===== config.mk =====
export PLATFORM = sky130hd
export DESIGN_NAME = interval_set_union
export DESIGN_NICKNAME = d
export VERILOG_FILES = /design/src/sv/isu_pkg.sv /design/src/sv/interval_set_union.sv /design/src/sv/isu_ctrl.sv /design/src/sv/isu_datapath.sv
export SDC_FILE = /design/constraint.sdc
export NUM_CORES = 2
export LEC_CHECK = 0
export BUFFER_PORTS_ARGS = -buffer_cell sky130_fd_sc_hd__buf_2
export CORE_ASPECT_RATIO = 1.25
export CORE_UTILIZATION = 40
export DETAILED_ROUTE_END_ITERATION = 8
export PLACE_DENSITY = 0.67
export SLEW_MARGIN = 20
export SYNTH_ARGS = -nofsm -noshare
export SYNTH_HDL_FRONTEND = slang
export SYNTH_HIERARCHICAL = 1
export SYNTH_SLANG_ARGS = --single-unit

===== constraint.sdc =====
create_clock -name clk -period 5.5 [get_ports clk]
set_clock_uncertainty 0.1 [all_clocks]
set_input_delay 0.55 -clock clk [delete_from_list [all_inputs] [get_ports clk]]
set_output_delay 0.55 -clock clk [all_outputs]
set_load 0.02 [all_outputs]

===== src/sv/isu_pkg.sv =====
`timescale 1ns / 1ps
// ----------------------------------------------------------------------------
// isu_pkg
// Shared constants and controller/datapath interface types for the
// interval set union block.
// ----------------------------------------------------------------------------
package isu_pkg;

	localparam int MAX_INTERVALS = 32;
	localparam int POS_BITS      = 16;
	localparam int IDX_BITS      = (MAX_INTERVALS > 1) ? $clog2(MAX_INTERVALS) : 1;
	localparam int CNT_BITS      = 6;
	// write index may run one past a full table during an overflowing add
	localparam int WIDX_BITS     = $clog2(MAX_INTERVALS + 2);
	localparam int ENT_BITS      = 2 * POS_BITS;

	localparam logic OP_ADD   = 1'b0;
	localparam logic OP_CLEAR = 1'b1;

	typedef logic [POS_BITS-1:0] pos_t;
	typedef logic [CNT_BITS-1:0] cnt_t;

	typedef struct packed {
		logic load;     // latch an add transaction and arm the merge pass
		logic clear;    // empty the table
		logic span;     // full-span add: table untouched, report covered
		logic scan;     // stream the table through the merge stage
		logic commit;   // finish the pass and swap banks unless the add overflowed
		logic out_load; // move the result into the output register
	} isu_cmd_t;

	typedef struct packed {
		logic full_span;
		logic scan_done;
	} isu_sts_t;

endpackage


===== src/sv/interval_set_union.sv =====
`timescale 1ns / 1ps
// An add streams the stored table through the merge stage in ST_SCAN, holding an
// entry that the new interval lands ahead of while the merged one is written, then
// passes ST_COMMIT and ST_RESP; a clear or full-span add goes straight to ST_RESP.
// One transaction at a time: in_ready rises with out_valid, and ST_RESP waits
// while an earlier result is unaccepted. Reset: arst_n empties the table and
// idles both channels; table contents are not cleared, only the stored count.
// ----------------------------------------------------------------------------
// interval_set_union
// Sorted table of disjoint closed intervals with merge-on-add and a
// full-coverage report.
// ----------------------------------------------------------------------------
module interval_set_union (
	input  logic                 clk,
	input  logic                 arst_n,
	input  logic                 in_valid,
	output logic                 in_ready,
	input  logic                 opcode,
	input  isu_pkg::pos_t        lower_pos,
	input  isu_pkg::pos_t        upper_pos,
	input  isu_pkg::pos_t        line_end,
	output logic                 out_valid,
	input  logic                 out_ready,
	output logic                 full_coverage,
	output logic                 table_full,
	output isu_pkg::cnt_t        interval_count
);

	isu_pkg::isu_cmd_t cmd;
	isu_pkg::isu_sts_t sts;

	isu_ctrl u_ctrl (
		.clk       (clk),
		.arst_n    (arst_n),
		.in_valid  (in_valid),
		.in_ready  (in_ready),
		.opcode    (opcode),
		.out_valid (out_valid),
		.out_ready (out_ready),
		.cmd       (cmd),
		.sts       (sts)
	);

	isu_datapath u_datapath (
		.clk            (clk),
		.arst_n         (arst_n),
		.cmd            (cmd),
		.sts            (sts),
		.lower_pos      (lower_pos),
		.upper_pos      (upper_pos),
		.line_end       (line_end),
		.full_coverage  (full_coverage),
		.table_full     (table_full),
		.interval_count (interval_count)
	);

endmodule


===== src/sv/isu_ctrl.sv =====
`timescale 1ns / 1ps
// ----------------------------------------------------------------------------
// isu_ctrl
// Sequencer for the interval set union: accepts transactions, steps the
// datapath through the merge pass and owns the output handshake.
// ----------------------------------------------------------------------------
module isu_ctrl (
	input  logic             clk,
	input  logic             arst_n,
	input  logic             in_valid,
	output logic             in_ready,
	input  logic             opcode,
	output logic             out_valid,
	input  logic             out_ready,
	output isu_pkg::isu_cmd_t cmd,
	input  isu_pkg::isu_sts_t sts
);

	typedef enum logic [1:0] {
		ST_IDLE,
		ST_SCAN,
		ST_COMMIT,
		ST_RESP
	} state_t;

	state_t state_q;
	logic   out_valid_q;
	logic   accept;
	logic   is_add;

	assign in_ready  = (state_q == ST_IDLE);
	assign out_valid = out_valid_q;
	assign accept    = in_valid && in_ready;
	assign is_add    = (opcode == isu_pkg::OP_ADD);

	always_comb begin
		cmd          = '0;
		cmd.load     = accept && is_add && !sts.full_span;
		cmd.clear    = accept && (opcode == isu_pkg::OP_CLEAR);
		cmd.span     = accept && is_add && sts.full_span;
		cmd.scan     = (state_q == ST_SCAN);
		cmd.commit   = (state_q == ST_COMMIT);
		cmd.out_load = (state_q == ST_RESP) && (!out_valid_q || out_ready);
	end

	always_ff @(posedge clk or negedge arst_n) begin
		if (!arst_n) begin
			state_q     <= ST_IDLE;
			out_valid_q <= 1'b0;
		end else begin
			if (cmd.out_load) begin
				out_valid_q <= 1'b1;
			end else if (out_ready) begin
				out_valid_q <= 1'b0;
			end
			unique case (state_q)
				ST_IDLE: begin
					if (accept) begin
						state_q <= cmd.load ? ST_SCAN : ST_RESP;
					end
				end
				ST_SCAN: begin
					if (sts.scan_done) begin
						state_q <= ST_COMMIT;
					end
				end
				ST_COMMIT: begin
					state_q <= ST_RESP;
				end
				ST_RESP: begin
					if (cmd.out_load) begin
						state_q <= ST_IDLE;
					end
				end
				default: begin
					state_q <= ST_IDLE;
				end
			endcase
		end
	end

endmodule


===== src/sv/isu_datapath.sv =====
`timescale 1ns / 1ps
// ----------------------------------------------------------------------------
// isu_datapath
// Two-bank interval table with a streaming merge stage. A non-full-span add
// copies the live bank into the spare bank, folding overlapped entries into one
// and inserting the new interval in order; banks swap unless the add overflowed.
// ----------------------------------------------------------------------------
module isu_datapath (
	input  logic              clk,
	input  logic              arst_n,
	input  isu_pkg::isu_cmd_t cmd,
	output isu_pkg::isu_sts_t sts,
	input  isu_pkg::pos_t     lower_pos,
	input  isu_pkg::pos_t     upper_pos,
	input  isu_pkg::pos_t     line_end,
	output logic              full_coverage,
	output logic              table_full,
	output isu_pkg::cnt_t     interval_count
);

	localparam int P = isu_pkg::POS_BITS;
	localparam int N = isu_pkg::MAX_INTERVALS;
	localparam int I = isu_pkg::IDX_BITS;
	localparam int W = isu_pkg::WIDX_BITS;
	localparam int C = isu_pkg::CNT_BITS;
	localparam int E = isu_pkg::ENT_BITS;

	// bank select is the top address bit
	logic [E-1:0] mem [2*N];

	logic [E-1:0] rdata_s1;
	logic         dv_s1;
	logic [C-1:0] rd_idx_q;
	logic [W-1:0] wr_idx_q;
	logic [C-1:0] count_q;
	logic         bank_q;
	logic         emitted_q;
	logic         found_q;
	logic [P-1:0] a_q;
	logic [P-1:0] b_q;
	logic [P-1:0] lo_q;
	logic [P-1:0] hi_q;
	logic [P-1:0] end_q;
	logic         res_cov_q;
	logic         res_full_q;

	logic [P-1:0] a_min;
	logic [P-1:0] b_max;
	logic [P-1:0] ent_lo;
	logic [P-1:0] ent_hi;
	logic         below;
	logic         overlap;
	logic         consume;
	logic         emit_merge;
	logic         issue;
	logic         scan_wr;
	logic         wr_en;
	logic [E-1:0] wr_data;
	logic         ovf;
	logic [W-1:0] final_cnt;
	logic         wr_room;

	always_comb begin
		a_min      = (lower_pos > upper_pos) ? upper_pos : lower_pos;
		b_max      = (lower_pos > upper_pos) ? lower_pos : upper_pos;
		sts.full_span = (a_min == '0) && (b_max == line_end);

		ent_lo     = rdata_s1[E-1:P];
		ent_hi     = rdata_s1[P-1:0];
		below      = ent_hi < a_q;
		overlap    = !below && (ent_lo <= b_q);
		// an entry past the new interval is held while the merged one is written
		emit_merge = dv_s1 && !below && !overlap && !emitted_q;
		consume    = dv_s1 && !emit_merge;
		issue      = cmd.scan && (!dv_s1 || consume) && (rd_idx_q < count_q);
		sts.scan_done = !dv_s1 && (rd_idx_q == count_q);

		ovf        = !found_q && (count_q == C'(N));
		final_cnt  = wr_idx_q + W'(!emitted_q);
		wr_room    = wr_idx_q < W'(N);

		scan_wr    = cmd.scan && dv_s1 && !overlap;
		wr_en      = wr_room && (scan_wr || (cmd.commit && !emitted_q));
		wr_data    = (cmd.commit || emit_merge) ? {lo_q, hi_q} : rdata_s1;
	end

	// table storage
	always_ff @(posedge clk) begin
		if (wr_en) begin
			mem[{~bank_q, wr_idx_q[I-1:0]}] <= wr_data;
		end
		if (issue) begin
			rdata_s1 <= mem[{bank_q, rd_idx_q[I-1:0]}];
		end
	end

	// control state
	always_ff @(posedge clk or negedge arst_n) begin
		if (!arst_n) begin
			dv_s1     <= 1'b0;
			rd_idx_q  <= '0;
			wr_idx_q  <= '0;
			count_q   <= '0;
			bank_q    <= 1'b0;
			emitted_q <= 1'b0;
			found_q   <= 1'b0;
		end else begin
			if (cmd.load) begin
				dv_s1     <= 1'b0;
				rd_idx_q  <= '0;
				wr_idx_q  <= '0;
				emitted_q <= 1'b0;
				found_q   <= 1'b0;
			end else if (cmd.scan) begin
				if (issue) begin
					dv_s1    <= 1'b1;
					rd_idx_q <= rd_idx_q + C'(1);
				end else if (consume) begin
					dv_s1 <= 1'b0;
				end
				if (scan_wr) begin
					wr_idx_q <= wr_idx_q + W'(1);
				end
				if (emit_merge) begin
					emitted_q <= 1'b1;
				end
				if (dv_s1 && overlap) begin
					found_q <= 1'b1;
				end
			end
			if (cmd.clear) begin
				count_q <= '0;
			end else if (cmd.commit && !ovf) begin
				count_q <= final_cnt[C-1:0];
				bank_q  <= ~bank_q;
			end
		end
	end

	// payload
	always_ff @(posedge clk) begin
		if (cmd.load) begin
			a_q   <= a_min;
			b_q   <= b_max;
			lo_q  <= a_min;
			hi_q  <= b_max;
			end_q <= line_end;
		end else if (cmd.scan && dv_s1 && overlap) begin
			if (ent_lo < lo_q) begin
				lo_q <= ent_lo;
			end
			if (ent_hi > hi_q) begin
				hi_q <= ent_hi;
			end
		end
		if (cmd.clear) begin
			res_cov_q  <= 1'b0;
			res_full_q <= 1'b0;
		end else if (cmd.span) begin
			res_cov_q  <= 1'b1;
			res_full_q <= 1'b0;
		end else if (cmd.commit) begin
			res_cov_q  <= !ovf && (lo_q == '0) && (hi_q >= end_q);
			res_full_q <= ovf;
		end
		if (cmd.out_load) begin
			full_coverage  <= res_cov_q;
			table_full     <= res_full_q;
			interval_count <= count_q;
		end
	end

endmodule

==> flow_summary.ini <==
[worst_setup_path]
crit_path_start_kind = input pin
regToRegEndpoint = u_datapath/mem[39][26]$_DFFE_PP_
reg2reg_slack_ps = 1120
reg2reg_from = u_datapath/rdata_s1[9]$_DFFE_PP_
crit_arrival_ps = 5010
path_max_fanout = 29
cpMaxStageDelayCell = nor4b_1
crit_start = upper_pos[14]
crit_path_end_kind = register
worstSetupPathType = input pin to register
cpPeakStageDelay_ps = 740
required_ps = 5970
rr_worst_depth = 11
crit_path_end = u_datapath/lo_q[9]$_DFFE_PP_
crit_chain = dlygate4sd3_1, buf_2, inv_1, ha_1, nand4_1, a2111oi_0, nor3_1, a21oi_4, mux2i_1, o22ai_1, nor4b_1, nor3_4, buf_12, o21bai_1, buf_4

[timing]
max_freq_ghz = 0.220
tightest_slew_ps = 1120
slew_viol_final = 0
fin_crit_sh_pct = 82.5
hold_viol_final = 0
finalCriticalPeriod_ps = 4540
relSlewSlack_pct = 25.3
setup_viol = 0
tns_ps = 0
rsz0062_at_grt = false

[power]
internal_power_mw = 36.5
netSwitchingFraction_pct = 32.4
combPwrFrac_pct = 32.5
ir_drop_mv = 0.390
p_leak_nw = 30.7
p_per_area_nw_per_um2 = 548
power_frac_seq_pct = 42.9
p_sw_mw = 17.5
pwr-share-clk_pct = 24.6

[synthesis]
yosys.area.top_type = edfxtp_1
synth_edf_count = 2168
yosysSeqAreaShare_pct = 75.7
syn-num-nets = 3939
synth_cell_types = 69
synth_seq_cells = 2195
syn_inst = 3777
synth_area_sq_um = 86900
synth_flop_cell = edfxtp_1
synth_top_area_share_pct = 74.9
async_reset_ff_share_pct = 1.14
ys_warn_count = 6
postSynthAreaPerCell_sq_um = 23.0
synth.area.top_cells = edfxtp_1 75%, mux4_2 17%, ha_1 1.6%, dfrtp_1 0.72%, inv_1 0.54%

[die]
num_rows = 190
die_height_microns = 523
dieWidth_microns = 419
dieArea_sq_um = 219000
core_sq_um = 215000
ios = 63
start_util_pct = 40.4

[detailed_routing]
drc = 0
routedWlPerCell_microns = 30.5
first_pass_iters = 7
vias = 40800
ant_nets = 0
vias_per_cell = 5.77
drt_iter0_drc = 4876
wirelength_microns = 216000

[cells_and_area]
area_growth_pct = 13.3
final_cell_mix = 2168 x edfxtp_1, 672 x mux4_2, 201 x clkbuf_16, 124 x inv_1, 111 x buf_4
final_nets = 4195
utilization_pct = 45.8
final_common_cell = edfxtp_1
drive_gt1_share_pct = 31.5

[clock_tree]
cts_root_buf = clkbuf_16
clk_latency_ps = 840
numCtsBuffers = 198
ctsResizeCount = 0
clkSinkCount = 2195
clockBufferDepth = 4
htreeDepth = 4
cts_tree = yes
cts_setup_buffers = 0
clk_pin_slew_ps = 60

[hold_path]
hp-class = input pin to register

[run]
drv_cap = 0

[outcome]
status = complete, no violations

[global_route]
grt_start_max_net_pins = 86
track_usage_pct = 19.6
grt_pass1_wl_microns = 305000
antenna_found_initial = 15
grt_pass1_vias = 41700
grt_overflow = 0

[placed_design]
numPortBuffers = 62
hpwlAfterDp_microns = 121000
gp_congestion = 0.881
[critical path: cells and delay by family]
kind	cells	cell delay [ps]
AO/OA/AOI/OAI	4	1230
adder cells (fa/ha/maj)	1	320
buffers and inverters	5	1220
multiplexers	1	410
AND/OR/NAND/NOR	4	1260
[power by group through the flow]
stage	Sequential (mW)	Combinational [mW]	Clock (mW)
after floorplan	23.1	10.4	0
after global placement	23.5	17.2	0
after detailed placement	23.5	17.6	0
after CTS	23.1	17.6	13.4
after global routing	23.2	18.3	14.0
final	23.2	17.5	13.2
[flip-flops by register name, summed over array words and instances, names as in the netlist, 2 cells and up]
name / flops
u_datapath/wr_idx_q: 6
u_datapath/mem: 2048
u_datapath/b_q: 16
u_datapath/lo_q: 16
u_datapath/rd_idx_q: 6
u_datapath/hi_q: 16
u_datapath/rdata_s1: 32
u_datapath/a_q: 16
u_datapath/count_q: 6
u_datapath/end_q: 16
u_ctrl/state_q: 2
u_datapath/interval_count: 6
[cells in the mapped netlist, types with 3 or more instances]
cell         n
nor2b_1     14
a221oi_1     3
mux2_1      39
edfxtp_1  2168
and3_1       3
nor3_1      63
o22ai_1      4
a21oi_1     40
buf_1       34
mux2_2      39
inv_1      124
buf_4        9
or3_1        4
mux4_2     672
ha_1       109
nor2_1      35
nand2_1     37
dfrtp_1     25
o21ai_1     15
nand3_1     15
buf_2       34
a21o_1      23
clkbuf_1   101
buf_6        4
nand4_1     23
a211oi_1     6
xnor2_1     16
nand2b_1     9
mux2i_1     11
a41oi_1      3
o21ai_0     14
nor4_1      26
xor2_1      12
[through the flow]
| step | setup WS [ps] | power (mW) | instance area [sq um] | instances | hold slack, ps |
|---|---|---|---|---|---|
| CTS | 1060 | 54.2 | 98400 | 7058 | 7.69 |
| global route | 691 | 55.5 | 98400 | 7059 | 49.8 |
| finish | 963 | 53.9 | 98500 | 7069 | 66.7 |
| detailed placement | 587 | 41.1 | 92200 | 6691 | 327 |
| floorplan | -372 | 33.5 | 86900 | 3777 | 154 |
| global placement | 584 | 40.7 | 92200 | 6691 | 322 |
[area by class of cell]
type | instances | area, sq um
fillers | 17500 | 117000
flip-flops and latches | 2195 | 65800
multi-input cells | 1276 | 20300
clock buffers | 231 | 5140
well taps | 2880 | 3600
repair buffers | 238 | 2220
clock inverters | 114 | 926
inverters | 124 | 465
diodes | 11 | 27.5
[layer usage]
metal  global-route usage, %  vias up  wire length [microns]
met1                    24.7    22200                  80200
li1                        -    16600                      -
met5                       0        -                     33
met2                    33.9     1660                 110000
met3                    2.90      370                  15400
met4                    8.50        4                   9840
[cells by family after synthesis]
group / synth area share (%)
simple gates: 1.46
compound gates: 1.03
flops: 75.7
xor+xnor: 0.282
buf+inv: 1.44
fa+ha+maj: 1.57
mux: 18.6
[worst min-delay path by stage]
stage / slack (ps) / endpoint / from / cells after the start
finish: 70 / u_datapath/a_q[5]$_DFFE_PP_ / upper_pos[5] / 2
global route: 50 / u_datapath/a_q[5]$_DFFE_PP_ / upper_pos[5] / 2
CTS: 8 / u_datapath/a_q[5]$_DFFE_PP_ / upper_pos[5] / 2
detailed placement: 330 / u_datapath/table_full$_DFFE_PP_ / u_datapath/res_full_q$_SDFFE_PP0P_ / 0
global placement: 320 / u_datapath/table_full$_DFFE_PP_ / u_datapath/res_full_q$_SDFFE_PP0P_ / 0
floorplan: 150 / u_ctrl/out_valid$_DFFE_PN0P_ / arst_n / 0
[repair_timing]
action / 4_1_cts / 5_1_grt
hold buffers: 22 / 0
endpoints found under the hold margin: 47 / 0
setup endpoints to repair: 0 / 0
Power figures use the tool's default switching activity.
